File: src/rtl/core/lz77_pkg.sv
`timescale 1ns / 1ps
`default_nettype none

package lz77_pkg;

    localparam int WINDOW     = 4096;
    localparam int MAX_MATCH  = 15;
    localparam int AW         = $clog2(WINDOW);
    localparam int CW         = AW + 1;
    localparam int OFF_W      = 13;
    localparam int LEN_W      = 4;
    localparam int BYTE_W     = 8;
    localparam int CMD_DEPTH  = 2;
    localparam int CMD_PW     = $clog2(CMD_DEPTH);

    typedef struct packed {
        logic [OFF_W-1:0]  match_offset;
        logic [LEN_W-1:0]  match_length;
        logic [BYTE_W-1:0] literal_byte;
    } in_word_t;

    typedef struct packed {
        logic [BYTE_W-1:0] out_byte;
        logic              last_of_run;
        logic              bad_offset;
    } out_word_t;

    typedef struct packed {
        logic [AW-1:0]     off;
        logic [LEN_W-1:0]  len;
        logic [BYTE_W-1:0] lit;
        logic              bad;
        logic              fwd;
    } cmd_t;

    typedef struct packed {
        logic full;
        logic empty;
    } fifo_stat_t;

    typedef enum logic [1:0] {
        BK_IDLE,
        BK_COPY,
        BK_LIT
    } back_state_t;

endpackage

`default_nettype wire

File: src/rtl/core/lz77_if.sv
`timescale 1ns / 1ps
`default_nettype none


interface lz77_out_if;
    logic                valid;
    logic                ready;
    lz77_pkg::out_word_t data;

    modport source (output valid, output data, input ready);
    modport sink (input valid, input data, output ready);
endinterface

`default_nettype wire

File: src/rtl/core/lz77_back.sv
`timescale 1ns / 1ps
`default_nettype none

module lz77_back (
    input  wire logic                         clk,
    input  wire logic                         rst_n,
    input  wire lz77_pkg::cmd_t               head,
    input  wire logic                         head_valid,
    output logic                              pop,
    output logic                              ram_we,
    output logic [lz77_pkg::AW-1:0]           ram_waddr,
    output logic [lz77_pkg::BYTE_W-1:0]       ram_wdata,
    output logic                              ram_re,
    output logic [lz77_pkg::AW-1:0]           ram_raddr,
    input  wire logic [lz77_pkg::BYTE_W-1:0]  ram_rdata,
    lz77_out_if.source                        decoded
);

    lz77_pkg::back_state_t       state_reg;
    lz77_pkg::back_state_t       state_next;
    logic [lz77_pkg::AW-1:0]     wp_reg;
    logic [lz77_pkg::BYTE_W-1:0] last_byte_reg;
    logic                        pend_reg;
    logic [lz77_pkg::LEN_W-1:0]  rd_cnt_reg;
    logic [lz77_pkg::LEN_W-1:0]  emit_cnt_reg;
    logic                        out_valid_reg;
    lz77_pkg::out_word_t         out_word_reg;

    logic                        can_emit;
    logic                        emit_copy;
    logic                        emit_lit;
    logic                        issue;
    logic                        copy_done;
    logic [lz77_pkg::BYTE_W-1:0] copy_byte;
    logic [lz77_pkg::BYTE_W-1:0] emit_byte;

    assign decoded.valid = out_valid_reg;
    assign decoded.data  = out_word_reg;

    always_comb
    begin
        can_emit  = !out_valid_reg || decoded.ready;
        emit_copy = (state_reg == lz77_pkg::BK_COPY) && pend_reg && can_emit;
        emit_lit  = (state_reg == lz77_pkg::BK_LIT) && can_emit;
        issue     = (state_reg == lz77_pkg::BK_COPY) && (rd_cnt_reg < head.len)
                    && (!pend_reg || emit_copy);
        copy_done = emit_copy && ((emit_cnt_reg + 1'b1) == head.len);
        // distance one reads the byte written just before
        copy_byte = head.fwd ? last_byte_reg : ram_rdata;
        emit_byte = emit_lit ? head.lit : copy_byte;
    end

    always_comb
    begin
        state_next = state_reg;
        unique case (state_reg)
            lz77_pkg::BK_IDLE:
            begin
                if (head_valid)
                begin
                    state_next = (head.len != '0) ? lz77_pkg::BK_COPY : lz77_pkg::BK_LIT;
                end
            end
            lz77_pkg::BK_COPY:
            begin
                if (copy_done)
                begin
                    state_next = lz77_pkg::BK_LIT;
                end
            end
            lz77_pkg::BK_LIT:
            begin
                if (emit_lit)
                begin
                    state_next = lz77_pkg::BK_IDLE;
                end
            end
            default:
            begin
                state_next = lz77_pkg::BK_IDLE;
            end
        endcase
    end

    always_comb
    begin
        pop       = emit_lit;
        ram_we    = emit_copy || emit_lit;
        ram_waddr = wp_reg;
        ram_wdata = emit_byte;
        ram_re    = issue;
        ram_raddr = (emit_copy ? wp_reg + 1'b1 : wp_reg) - head.off;
    end

    always_ff @(posedge clk)
    begin
        if (emit_copy || emit_lit)
        begin
            out_word_reg.out_byte    <= emit_byte;
            out_word_reg.last_of_run <= emit_lit;
            out_word_reg.bad_offset  <= emit_lit && head.bad;
            last_byte_reg            <= emit_byte;
        end
    end

    always_ff @(posedge clk or negedge rst_n)
    begin
        if (!rst_n)
        begin
            state_reg     <= lz77_pkg::BK_IDLE;
            wp_reg        <= '0;
            pend_reg      <= 1'b0;
            rd_cnt_reg    <= '0;
            emit_cnt_reg  <= '0;
            out_valid_reg <= 1'b0;
        end
        else
        begin
            state_reg <= state_next;
            if (emit_copy || emit_lit)
            begin
                wp_reg <= wp_reg + 1'b1;
            end
            if (state_reg == lz77_pkg::BK_IDLE)
            begin
                rd_cnt_reg   <= '0;
                emit_cnt_reg <= '0;
                pend_reg     <= 1'b0;
            end
            else
            begin
                if (issue)
                begin
                    rd_cnt_reg <= rd_cnt_reg + 1'b1;
                end
                if (emit_copy)
                begin
                    emit_cnt_reg <= emit_cnt_reg + 1'b1;
                end
                if (issue)
                begin
                    pend_reg <= 1'b1;
                end
                else if (emit_copy)
                begin
                    pend_reg <= 1'b0;
                end
            end
            if (emit_copy || emit_lit)
            begin
                out_valid_reg <= 1'b1;
            end
            else if (decoded.ready)
            begin
                out_valid_reg <= 1'b0;
            end
        end
    end

endmodule

`default_nettype wire
File: src/flat_wrapper.sv
// flat-port wrapper written by rule: the top's interface ports become plain ports
module lz77_back_flat 
  (clk, rst_n, head, head_valid, pop, ram_we, ram_waddr, ram_wdata, ram_re, ram_raddr, ram_rdata, decoded_valid, decoded_data, decoded_ready);
  lz77_out_if decoded_i ();
  input  wire logic clk;
  input  wire logic rst_n;
  input  wire lz77_pkg::cmd_t head;
  input  wire logic head_valid;
  output logic pop;
  output logic ram_we;
  output logic [lz77_pkg::AW-1:0] ram_waddr;
  output logic [lz77_pkg::BYTE_W-1:0] ram_wdata;
  output logic ram_re;
  output logic [lz77_pkg::AW-1:0] ram_raddr;
  input  wire logic [lz77_pkg::BYTE_W-1:0] ram_rdata;
  output wire logic [$bits(decoded_i.valid)-1:0] decoded_valid;
  output wire logic [$bits(decoded_i.data)-1:0] decoded_data;
  input wire logic [$bits(decoded_i.ready)-1:0] decoded_ready;
  assign decoded_valid = decoded_i.valid;
  assign decoded_data = decoded_i.data;
  assign decoded_i.ready = decoded_ready;
  lz77_back u_core (.clk(clk), .rst_n(rst_n), .head(head), .head_valid(head_valid), .pop(pop), .ram_we(ram_we), .ram_waddr(ram_waddr), .ram_wdata(ram_wdata), .ram_re(ram_re), .ram_raddr(ram_raddr), .ram_rdata(ram_rdata), .decoded(decoded_i));
endmodule
File: config.mk
export PLATFORM = sky130hd
export DESIGN_NAME = lz77_back_flat
export DESIGN_NICKNAME = d
export VERILOG_FILES = /design/src/rtl/core/lz77_pkg.sv /design/src/rtl/core/lz77_if.sv /design/src/rtl/core/lz77_back.sv /design/src/flat_wrapper.sv
export SDC_FILE = /design/constraint.sdc
export NUM_CORES = 1
export LEC_CHECK = 0
export ABC_CLOCK_PERIOD_IN_PS = 4900
export BUFFER_PORTS_ARGS = -buffer_cell sky130_fd_sc_hd__buf_2
export CORE_ASPECT_RATIO = 0.7
export CORE_MARGIN = 3
export CORE_UTILIZATION = 55
export CTS_CLUSTER_DIAMETER = 50
export DETAILED_ROUTE_END_ITERATION = 16
export PLACE_DENSITY = 0.86
export SYNTH_ARGS = -nofsm -noshare
export SYNTH_HDL_FRONTEND = slang
export SYNTH_SLANG_ARGS = --single-unit
File: constraint.sdc
create_clock -name clk -period 4.9 [get_ports clk]
set_input_delay 0.49 -clock clk [delete_from_list [all_inputs] [get_ports clk]]
set_output_delay 0.49 -clock clk [all_outputs]
set_load 0.02 [all_outputs]
**Yosys cells after proc, flatten, opt, wreduce, memory -nomap -nowiden**

Index checks and enable logic that the tools add are counted.
W data, S select, Z words.

- Register bits after elaboration: 34
- Input port bits: 38
- Output and inout port bits: 46
- Word-level logic and storage cells: 56

- $add $sub $neg: 4
- Magnitude comparators: 1
- Equality and inequality tests: 6
- Multiplexer cells: 17
- Reductions and logical operators: 19

Operators with widths:

| cell | number |
|---|---|
| $mux W4 | 4 |
| $mux W8 | 2 |
| $add A12 B1 Y12 const B | 1 |
| $mux W12 | 1 |
| $sub A12 B12 Y12 | 1 |
| $add A4 B1 Y4 const B | 2 |
| $mux W2 | 4 |
| $logic_and A1 B1 Y1 | 7 |
| $pmux W2 S3 | 1 |
| $reduce_bool A2 Y1 | 3 |
| $mux W1 | 5 |
| $eq A4 B4 Y1 | 1 |
| $lt A4 B4 Y1 | 1 |
| $ne A2 B1 Y1 const B | 2 |
| $reduce_bool A4 Y1 | 1 |
| $logic_or A1 B1 Y1 | 3 |
| $reduce_and A3 Y1 | 1 |
| $reduce_bool A3 Y1 | 1 |
| $eq A2 B1 Y1 const B | 1 |
| $eq A2 B2 Y1 const B | 1 |
| $logic_not A1 Y1 | 2 |
| $logic_not A2 Y1 | 1 |
| $ne A2 B2 Y1 const B | 1 |

**Longest topological paths before layout**

Gate-level depths: netlist of the first run.

- Depth in word-level cells: 7
- Mapped depth: 11
- Mapped depth without buffers: 11

**Worst setup path after synthesis of the first run**

OpenSTA, ideal clock, no wires.

- Kind: reg-to-output
- Start point: register u_core.out_valid_reg, in the netlist u_core.decoded.valid
- End point: output ram_raddr[10] in the netlist's numbering
- Arrival: 2915 ps
- Data required time: 4410 ps
- Path slack: 1495 ps
- Stages on the path, launching flop included: 12
- Path buffers: 0
- Path through: dfrtp_1 -> nor2b_1 -> nor2_2 -> xnor2_1 -> ha_1 -> inv_1 -> fa_1 -> a21o_1 -> a211oi_2 -> o22ai_1 -> o41ai_2 -> xnor2_1

- Longest elaborated chain between the ends: 5

RTL lines:

| element | RTL line | source |
|---|---|---|
| start, declared | lz77_back.sv:26 | `logic out_valid_reg;` |
| start signal, assigned | lz77_back.sv:115 | `out_valid_reg <= 1'b0;` |
| start signal, assigned | lz77_back.sv:151 | `out_valid_reg <= 1'b1;` |
| start signal, assigned | lz77_back.sv:155 | `out_valid_reg <= 1'b0;` |
| $logic_not A1 Y1 | lz77_back.sv:42 | `can_emit = !out_valid_reg \|\| decoded.ready;` |
| $logic_or A1 B1 Y1 | lz77_back.sv:42 |  |
| $logic_and A1 B1 Y1 | lz77_back.sv:43 | `emit_copy = (state_reg == lz77_pkg::BK_COPY) && pend_reg && can_emit;` |
| $mux W12 | lz77_back.sv:92 | `ram_raddr = (emit_copy ? wp_reg + 1'b1 : wp_reg) - head.off;` |
| $sub A12 B12 Y12 | lz77_back.sv:92 |  |
| end, declared | flat_wrapper.sv:14 | `output logic [lz77_pkg::AW-1:0] ram_raddr;` |

Every way passes these cells.

**Worst setup path after layout of the first run**

Ends and elaborated chain as after synthesis.

==> results of run 1 <==
==> cells in the final DEF (no fill, tap or decap), types with 2 or more instances in the layout <==
cell type  synthesis  routed
nand4_1            5       5
a21o_1             3       3
a21oi_1           16      16
nand2_1           26      26
dfrtp_1           24      24
buf_2              3      83
o2bb2ai_1          2       2
nor3_1             2       2
o211ai_1           2       2
nor4_4             2       2
ha_1              17      17
nand3_1            9       9
and3_1             2       2
xor2_1            13      13
edfxtp_1          10      10
inv_1             21      21
nor2_1            32      32
o21a_1             3       3
clkbuf_8           0       5
nor3_2             2       2
mux2i_1           12      12
a211oi_2           2       2
xnor2_1           23      23
o21ai_0            7       7
nand2b_1           6       6
nor2b_1            2       2
==> area by class of cell <==
| type | count | share of cell area [%] |
|---|---|---|
| Clock buffer | 6 | 2.372 |
| Clock inverter | 2 | 0.2863 |
| Inverter | 21 | 2.577 |
| Multi-Input combinational cell | 210 | 49.49 |
| Sequential cell | 34 | 29.45 |
| Tap cell | 55 | 2.249 |
| Timing Repair Buffer | 83 | 13.58 |
==> power by group through the flow <==
stage          registers [mW]  clock network, mW  logic, mW
3_5_place_dp            0.509                  0       1.05
4_1_cts                 0.505              0.202       1.06
6_report                0.505              0.193       1.05
5_1_grt                 0.522              0.211       1.15
3_3_place_gp            0.501                  0       1.02
2_1_floorplan           0.559                  0      0.711
==> path summary, 6_finish.rpt <==
kind,from,to,cells past startpoint
worst min register to register,u_core.rd_cnt_reg[3]$_DFFE_PN0P_,u_core.rd_cnt_reg[3]$_DFFE_PN0P_,1
max in group asynchronous,rst_n,u_core.emit_cnt_reg[3]$_DFFE_PN0P_,1
worst min-delay path,rst_n,u_core.ram_waddr[5]$_DFFE_PN0P_,1
worst max-delay path,u_core.decoded.valid$_DFFE_PN0P_,ram_raddr[10],12
min in group clk,head_valid,u_core.state_reg[0]$_DFFE_PN0P_,2
worst max register to register,u_core.state_reg[0]$_DFFE_PN0P_,u_core.ram_waddr[11]$_DFFE_PN0P_,5
==> metrics by stage <==
| step | setup WS [ns] | hold slack [ns] | util, % | instances | total power, mW |
|---|---|---|---|---|---|
| floorplan | 1.495 | 0.1944 | - | 274 | 1.271 |
| global placement | 1.094 | 0.4770 | 67.61 | 403 | 1.524 |
| detailed placement | 0.9854 | 0.4811 | 67.61 | 403 | 1.564 |
| CTS | 0.8649 | 0.2066 | 69.46 | 411 | 1.767 |
| global route | 0.6040 | 0.2147 | 69.46 | 411 | 1.884 |
| finish | 0.8664 | 0.1908 | 69.46 | 411 | 1.749 |
==> layer usage <==
layer  vias up  track usage [%]  share of wire [%]
li1       1100                -                  -
met3         4            4.743                6.8
met5         -                0                  0
met1      1053            29.06                 45
met2        69            35.51                 47
met4         0            4.215               0.58
==> logic make-up (layout without fill, tap and decap cells) <==
| kind of cell | after synthesis | count (layout) | share of synthesized area (%) |
|---|---|---|---|
| adder cells (fa/ha/maj) | 18 | 18 | 9.167 |
| AND/OR/NAND/NOR | 97 | 97 | 20.31 |
| buffers and inverters | 30 | 112 | 4.879 |
| flip-flops | 34 | 34 | 35.49 |
| XOR/XNOR | 36 | 36 | 12.42 |
| AO/OA/AOI/OAI | 46 | 46 | 12.57 |
| multiplexers | 13 | 13 | 5.175 |
==> flow_metrics.env, run 1 <==
export IMPL_h_tree_depth=2
export IMPL_swShare_pct=48.99
export IMPL_cts_resized=0
export IMPL_share_comb_of_total_power_pct=60.1
export IMPL_grt_usage_pct=21.51
export IMPL_root_buffer="clkbuf_8"
export IMPL_largest_register_ffs=12
export IMPL_dieArea_mm2=0.005480
export IMPL_cts_made_buffers=5
export IMPL_clock_latency_ns=0.28
export IMPL_ir_drop_mv=0.3615
export IMPL_fillers=344
export IMPL_timing_slew_headroom_pct=54.51
export IMPL_grt_pass1_wl_mm=9.535
export IMPL_seqPwrFrac_pct=28.9
export IMPL_synth_seq_cells=34
export IMPL_cp_top_family="compound AO/OA/AOI/OAI gates"
export IMPL_power_density_mw_per_mm2=571.7
export IMPL_gp_congestion=0.8407
export IMPL_drc=0
export IMPL_viasPerCell=5.416
export IMPL_yosysUniqueCellTypes=50
export IMPL_status="finished clean"
export IMPL_synth_nets=330
export IMPL_slew_violations=0
export IMPL_synth_edff_count=10
export IMPL_antenna_cells=0
export IMPL_num_rows=20
export IMPL_criticalPathCategory="reg -> out"
export IMPL_crit_required_ns=4.41
export IMPL_synth_cells=274
export IMPL_design_area_mm2=0.003059
export IMPL_die_w_um=87.21
export IMPL_power_switching_mw=0.8568
export IMPL_worst_slew_pin_slew_ns=0.6765
export IMPL_area_delta_synth_final_pct=20.50
export IMPL_finalSetupViolCount=0
export IMPL_grt_pass1_vias=2091
export IMPL_p_leak_nw=1.591
export IMPL_synthDominantCellAreaShare_pct=23.66
export IMPL_initial_utilization_pct=57.64
export IMPL_grt_max_degree=25
export IMPL_synth_area_leader_cell="dfrtp_1"
export IMPL_critPathMaxStageDelay_ns=0.53
export IMPL_max_freq_mhz=247.9
export IMPL_start_kind="register"
export IMPL_pwr_share_clk_pct=11.1
export IMPL_critPathMostFrequentCell="xnor2_1"
export IMPL_period_share_pct=82.32
export IMPL_critPathSlowestCell="nor2b_1"
export IMPL_yosys_top_cells_count="32 x nor2_1, 26 x nand2_1, 24 x dfrtp_1"
export IMPL_crit_path_end_kind="output pin"
export IMPL_hold_buffers=0
export IMPL_power_internal_mw=0.8920
export IMPL_yosysMostFrequentCell="nor2_1"
export IMPL_cp_max_fo=10
export IMPL_rsz0062_at_grt="no"
export IMPL_crit_chain="nor2b_1 > nor2_2 > xnor2_1 > ha_1 > inv_1 > fa_1 > a21o_1 > a211oi_2 > o22ai_1 > o41ai_2 > xnor2_1 > buf_2"
export IMPL_multi_input_comb_area_mm2=0.001514
export IMPL_post_synth_cell_area_avg_um2=9.265
export IMPL_min_period_ns=4.034
export IMPL_hold_path_class="in -> async"
export IMPL_ys_warn_count=0
export IMPL_dpl_hpwl_mm=4.489
export IMPL_first_pass_iters=4
export IMPL_drive_gt1_share_pct=29.21
export IMPL_drt_wl_total_mm=5.654
export IMPL_netlist_area_mm2=0.002539
export IMPL_placed_area_mm2=0.002978
export IMPL_yosys_top_cells_area="dfrtp_1 24%, edfxtp_1 12%, ha_1 8.4%, xnor2_1 7.9%, mux2i_1 4.7%"
export IMPL_hold_violations=0
export IMPL_critPathBufInv=2
export IMPL_nets=411
export IMPL_first_iter_violations=98
export IMPL_setup_tns_ns=0
export IMPL_cap_violations=0
export IMPL_cts_sinks=34
export IMPL_regArea_um2=900.9
export IMPL_worstPathArrival_ns=3.54
export IMPL_r2r_slack_ns=2.95
export IMPL_dr_total_vias=2226
export IMPL_cts_tree="built"
export IMPL_postCtsSetupRepairBufs=0
export IMPL_drtAntennaViolNets=0
export IMPL_synth_flop_cell="dfrtp_1"
export IMPL_clock_path_buffers=2
export IMPL_wl_per_cell_um=13.76
export IMPL_synth_async_reset_ratio_pct=70.59
export IMPL_pin_count=84
export IMPL_fin_worst_skew_ns=0.007256
export IMPL_antenna_found_initial=0
export IMPL_core_area_mm2=0.004404
export IMPL_die_h_um=62.84
export IMPL_grt_overflow=0
export IMPL_port_buffers=83
export IMPL_clkTransAtPathRegs_ns=0.07
export IMPL_seq_area_frac_synth_pct=35.49
Power figures use the tool's default switching activity.
==> run 2, diff against run 1 <==
- ABC_CLOCK_PERIOD_IN_PS: 4900 -> 4150
- CORE_UTILIZATION: 55 -> 51
- PLACE_DENSITY: 0.86 -> 0.81
- clock period: 4.9 -> 4.15 ns (I/O delays scaled with it)
==> run 2 against run 1 <==
Net effect: worst hold slack got worse by 0.077 ns; largest cell class unchanged; routed wire length up 3.3%; critical path depth is the same; setup slack lost 0.62 ns; critical endpoint unchanged; largest power group unchanged; clock power rose by 24%.
==> flow_metrics.env, run 2 (synthesis gave the netlist of run 1 again) <==
export IMPL_grt_max_degree=25
export IMPL_critPathSlowestCell="nor2b_1"
export IMPL_dieArea_mm2=0.005874
export IMPL_clock_latency_ns=0.28
export IMPL_rsz0062_at_grt="no"
export IMPL_antenna_found_initial=0
export IMPL_power_density_mw_per_mm2=675.9
export IMPL_port_buffers=83
export IMPL_viasPerCell=5.279
export IMPL_worst_slew_pin_slew_ns=0.6597
export IMPL_first_iter_violations=114
export IMPL_crit_start="u_core.decoded.valid$_DFFE_PN0P_"
export IMPL_area_delta_synth_final_pct=21.49
export IMPL_drtAntennaViolNets=0
export IMPL_p_leak_nw=1.595
export IMPL_worstPathArrival_ns=3.49
export IMPL_hold_path_class="in -> async"
export IMPL_hold_violations=0
export IMPL_cts_tree="built"
export IMPL_crit_chain="nor2b_1 > nor2_2 > xnor2_1 > ha_1 > inv_1 > fa_1 > a21o_1 > a211oi_2 > o22ai_1 > o41ai_2 > xnor2_1 > buf_2"
export IMPL_initial_utilization_pct=55.74
export IMPL_grt_overflow=0
export IMPL_crit_reg2reg_capture="u_core.ram_waddr[9]$_DFFE_PN0P_"
export IMPL_criticalPathCategory="reg -> out"
export IMPL_fin_worst_skew_ns=0.004581
export IMPL_drc=0
export IMPL_dpl_cell_count=415
export IMPL_crit_required_ns=3.73
export IMPL_min_period_ns=3.907
export IMPL_drt_wl_total_mm=5.838
export IMPL_crit_path_end_kind="output pin"
export IMPL_slew_violations=0
export IMPL_cp_endpoint="ram_raddr[10]"
export IMPL_instances_no_fill=423
export IMPL_root_buffer="clkbuf_8"
export IMPL_clkTransAtPathRegs_ns=0.07
export IMPL_timing_slew_headroom_pct=55.92
export IMPL_drive_gt1_share_pct=29.69
export IMPL_core_area_mm2=0.004554
export IMPL_critPathMaxStageDelay_ns=0.52
export IMPL_h_tree_depth=2
export IMPL_grt_pass1_wl_mm=10.03
export IMPL_cts_made_buffers=5
export IMPL_postCtsSetupRepairBufs=0
export IMPL_cp_max_fo=6
export IMPL_first_pass_iters=4
export IMPL_antenna_cells=0
export IMPL_grt_usage_pct=21.02
export IMPL_cts_sinks=34
export IMPL_hold_buffers=0
export IMPL_ir_drop_mv=0.4635
export IMPL_clock_path_buffers=2
export IMPL_status="finished clean"
export IMPL_r2r_start="u_core.state_reg[0]$_DFFE_PN0P_"
export IMPL_grt_pass1_vias=2182
export IMPL_pin_count=84
export IMPL_num_rows=20
export IMPL_reg2regPathDepth=5
export IMPL_die_h_um=65.03
export IMPL_cts_resized=0
export IMPL_finalSetupViolCount=0
export IMPL_wl_per_cell_um=13.80
export IMPL_cap_violations=0
export IMPL_start_kind="register"
export IMPL_largest_register_ffs=12
export IMPL_gp_congestion=0.8375
export IMPL_die_w_um=90.33
export IMPL_dpl_hpwl_mm=4.566
export IMPL_final_core_util_pct=67.72
export IMPL_max_freq_mhz=256.0
export IMPL_dr_total_vias=2233
export IMPL_final_common_cell="buf_2"
export IMPL_nets=412
export IMPL_r2r_slack_ns=2.21
export IMPL_period_share_pct=94.14
export IMPL_mostFrequentLayoutCells="83 x buf_2, 32 x nor2_1, 26 x nand2_1"
export IMPL_critPathMostFrequentCell="xnor2_1"
export IMPL_setup_tns_ns=0
run 2: critical path: cells and delay by family (launching register included):
kind,cells,cell delay (ns)
flip-flops,1,0.37
AND/OR/NAND/NOR,2,0.72
AO/OA/AOI/OAI,4,0.94
XOR/XNOR,2,0.34
adder cells (fa/ha/maj),2,0.59
buffers and inverters,2,0.23
run 2: where the power goes:
group	leakage, nW	internal (mW)	switching (mW)	total, mW
registers	0.407	0.479	0.118	0.597
clock network	0.0416	0.115	0.124	0.239
logic	1.15	0.463	0.787	1.25
total	1.60	1.06	1.03	2.08
run 2: layout make-up:
cell class              count  area, µm²
clock inverters             3      16.27
inverters                  21      78.83
clock buffers               5      68.82
well taps                  66      82.58
flip-flops and latches     34      900.9
repair buffers             84      422.9
fillers                   401       1470
multi-input cells         210       1514
run 2: per-layer routing:
layer	global-route usage, %	wire length [µm]
met1	27.99	2818
met3	5.684	385
met2	34.33	2602
met4	5.153	32
met5	0	0
run 2: per-stage QoR:
| step | instance area (µm²) | hold WS [ns] | total power [mW] | setup WS [ns] |
|---|---|---|---|---|
| finish | 3084 | 0.1143 | 2.085 | 0.2433 |
| global route | 3084 | 0.1425 | 2.243 | 0.002654 |
| CTS | 3084 | 0.1297 | 2.093 | 0.2491 |
| detailed placement | 2999 | 0.4396 | 1.846 | 0.4788 |
| global placement | 2999 | 0.4301 | 1.812 | 0.5479 |
| floorplan | 2539 | 0.1194 | 1.500 | 0.8198 |
run 2: worst min-delay path by stage:
stage | from | endpoint | slack (ns) | depth (start not counted)
after floorplan | rst_n | u_core.decoded.valid$_DFFE_PN0P_ | 0.12 | 0
after global placement | rst_n | u_core.emit_cnt_reg[3]$_DFFE_PN0P_ | 0.43 | 1
after detailed placement | rst_n | u_core.emit_cnt_reg[3]$_DFFE_PN0P_ | 0.44 | 1
after CTS | rst_n | u_core.rd_cnt_reg[0]$_DFFE_PN0P_ | 0.13 | 1
after global routing | rst_n | u_core.emit_cnt_reg[0]$_DFFE_PN0P_ | 0.14 | 1
final | rst_n | u_core.emit_cnt_reg[0]$_DFFE_PN0P_ | 0.11 | 1
==> run 3, diff against run 2 <==
- ABC_CLOCK_PERIOD_IN_PS: 4150 -> 4550
- CORE_UTILIZATION: 51 -> 55
- PLACE_DENSITY: 0.81 -> 0.86
- RECOVER_POWER: not set -> 25
- clock period: 4.15 -> 4.55 ns (I/O delays scaled with it)
==> run 3 against run 2 <==
Net effect: non-clock buffer count unchanged; worst hold slack better by 0.34 ns; cell area down 0.93%; core utilization up 1.7 points; count of clock-buffer cells in the layout up 1; largest power group unchanged; highest routed layer unchanged.
==> flow_metrics.env, run 3 (synthesis gave the netlist of run 1 again) <==
export IMPL_status="finished clean"
export IMPL_start_kind="register"
export IMPL_h_tree_depth=2
export IMPL_core_area_mm2=0.004404
export IMPL_cts_made_buffers=5
export IMPL_die_w_um=87.21
export IMPL_viasPerCell=5.342
export IMPL_critPathMaxStageDelay_ns=0.54
export IMPL_largest_register_ffs=12
export IMPL_fin_ws_ns=0.5669
export IMPL_nets=412
export IMPL_fin_worst_skew_ns=0.001521
export IMPL_period_share_pct=87.54
export IMPL_finalSetupViolCount=0
export IMPL_grt_max_degree=25
export IMPL_mostFrequentLayoutCells="80 x buf_2, 32 x nor2_1, 26 x nand2_1"
export IMPL_clock_path_buffers=2
export IMPL_slew_violations=0
export IMPL_area_delta_synth_final_pct=20.35
export IMPL_rsz0062_at_grt="no"
export IMPL_antenna_cells=0
export IMPL_gp_congestion=0.8474
export IMPL_criticalPathCategory="reg -> out"
export IMPL_pin_count=84
export IMPL_antenna_found_initial=0
export IMPL_cp_top_family="compound AO/OA/AOI/OAI gates"
export IMPL_crit_required_ns=4.09
export IMPL_cts_sinks=34
export IMPL_critPathSlowestCell="nor2b_1"
export IMPL_hold_violations=0
export IMPL_r2r_slack_ns=2.63
export IMPL_cts_resized=0
export IMPL_drive_gt1_share_pct=28.29
export IMPL_max_freq_mhz=251.1
export IMPL_grt_overflow=0
export IMPL_grt_pass1_vias=2084
export IMPL_port_buffers=83
export IMPL_critPathBufInv=3
export IMPL_initial_utilization_pct=57.64
export IMPL_p_leak_nw=1.578
export IMPL_cts_tree="built"
export IMPL_worst_slew_pin_slew_ns=1.336
export IMPL_drtAntennaViolNets=0
export IMPL_ir_drop_mv=0.4232
export IMPL_dieArea_mm2=0.005480
export IMPL_die_h_um=62.84
export IMPL_clock_latency_ns=0.28
export IMPL_clkTransAtPathRegs_ns=0.07
export IMPL_wl_per_cell_um=13.43
export IMPL_dpl_hpwl_mm=4.399
export IMPL_drt_wl_total_mm=5.533
export IMPL_hold_buffers=0
export IMPL_power_density_mw_per_mm2=614.2
export IMPL_critPathMostFrequentCell="xnor2_1"
export IMPL_hold_path_class="in -> reg"
export IMPL_first_iter_violations=115
export IMPL_dr_total_vias=2201
export IMPL_min_period_ns=3.983
export IMPL_grt_usage_pct=21.02
export IMPL_regArea_um2=900.9
export IMPL_setup_tns_ns=0
export IMPL_dp_worst_setup_slack_ns=0.7514
export IMPL_cp_max_fo=10
export IMPL_fillers=360
export IMPL_root_buffer="clkbuf_8"
export IMPL_cap_violations=0
export IMPL_num_rows=20
export IMPL_crit_chain="nor2b_1 > nor2_2 > buf_4 > xnor2_1 > ha_1 > inv_1 > fa_1 > a21o_1 > a211oi_2 > o22ai_1 > o41ai_2 > xnor2_1 > buf_2"
export IMPL_worstPathArrival_ns=3.53
export IMPL_grt_pass1_wl_mm=9.294
export IMPL_first_pass_iters=4
export IMPL_final_common_cell="buf_2"
export IMPL_crit_path_end_kind="output pin"
export IMPL_multi_input_comb_area_mm2=0.001506
export IMPL_postCtsSetupRepairBufs=0
export IMPL_timing_slew_headroom_pct=10.91
export IMPL_drc=0
-- run 3: path summary, 6_finish.rpt --
path	from	to	cells after the start
setup / recovery	u_core.decoded.valid$_DFFE_PN0P_	ram_raddr[10]	13
hold / removal	head_valid	u_core.state_reg[0]$_DFFE_PN0P_	2
setup reg to reg	u_core.state_reg[0]$_DFFE_PN0P_	u_core.ram_waddr[11]$_DFFE_PN0P_	5
hold reg to reg	u_core.rd_cnt_reg[2]$_DFFE_PN0P_	u_core.rd_cnt_reg[2]$_DFFE_PN0P_	1
max in group asynchronous	rst_n	u_core.rd_cnt_reg[2]$_DFFE_PN0P_	1
min in group asynchronous	rst_n	u_core.ram_waddr[11]$_DFFE_PN0P_	1
-- run 3: metal layers --
metal	part of all wire, %	wire length, µm	GRT usage (%)
met3	6.0	330	4.480
met2	45	2489	32.95
met1	48	2649	29.18
met4	1.2	64	6.130
met5	0	0	0
-- run 3: metrics by stage --
stage	instances	util, %	area [µm²]	power (mW)	hold WS, ns
5_1_grt	412	69.38	3055	2.019	0.4612
6_report	412	69.38	3055	1.877	0.4503
3_3_place_gp	404	67.78	2985	1.645	0.4618
4_1_cts	412	69.63	3067	1.902	0.1773
3_5_place_dp	404	67.78	2985	1.685	0.4814
2_1_floorplan	274	-	2539	1.368	0.1594
-- run 3: layout make-up --
cell class              instances  area share, %
clock buffers                   6          2.375
clock inverters                 2         0.2867
inverters                      21          2.580
multi-input cells             210          49.30
flip-flops and latches         34          29.48
well taps                      55          2.252
repair buffers                 84          13.72
-- run 3: report_power, final --
part / total (mW) / internal (mW) / switching, mW
clock: 0.208 / 0.105 / 0.103
combinational: 1.13 / 0.417 / 0.708
sequential: 0.543 / 0.437 / 0.106
total: 1.88 / 0.959 / 0.918
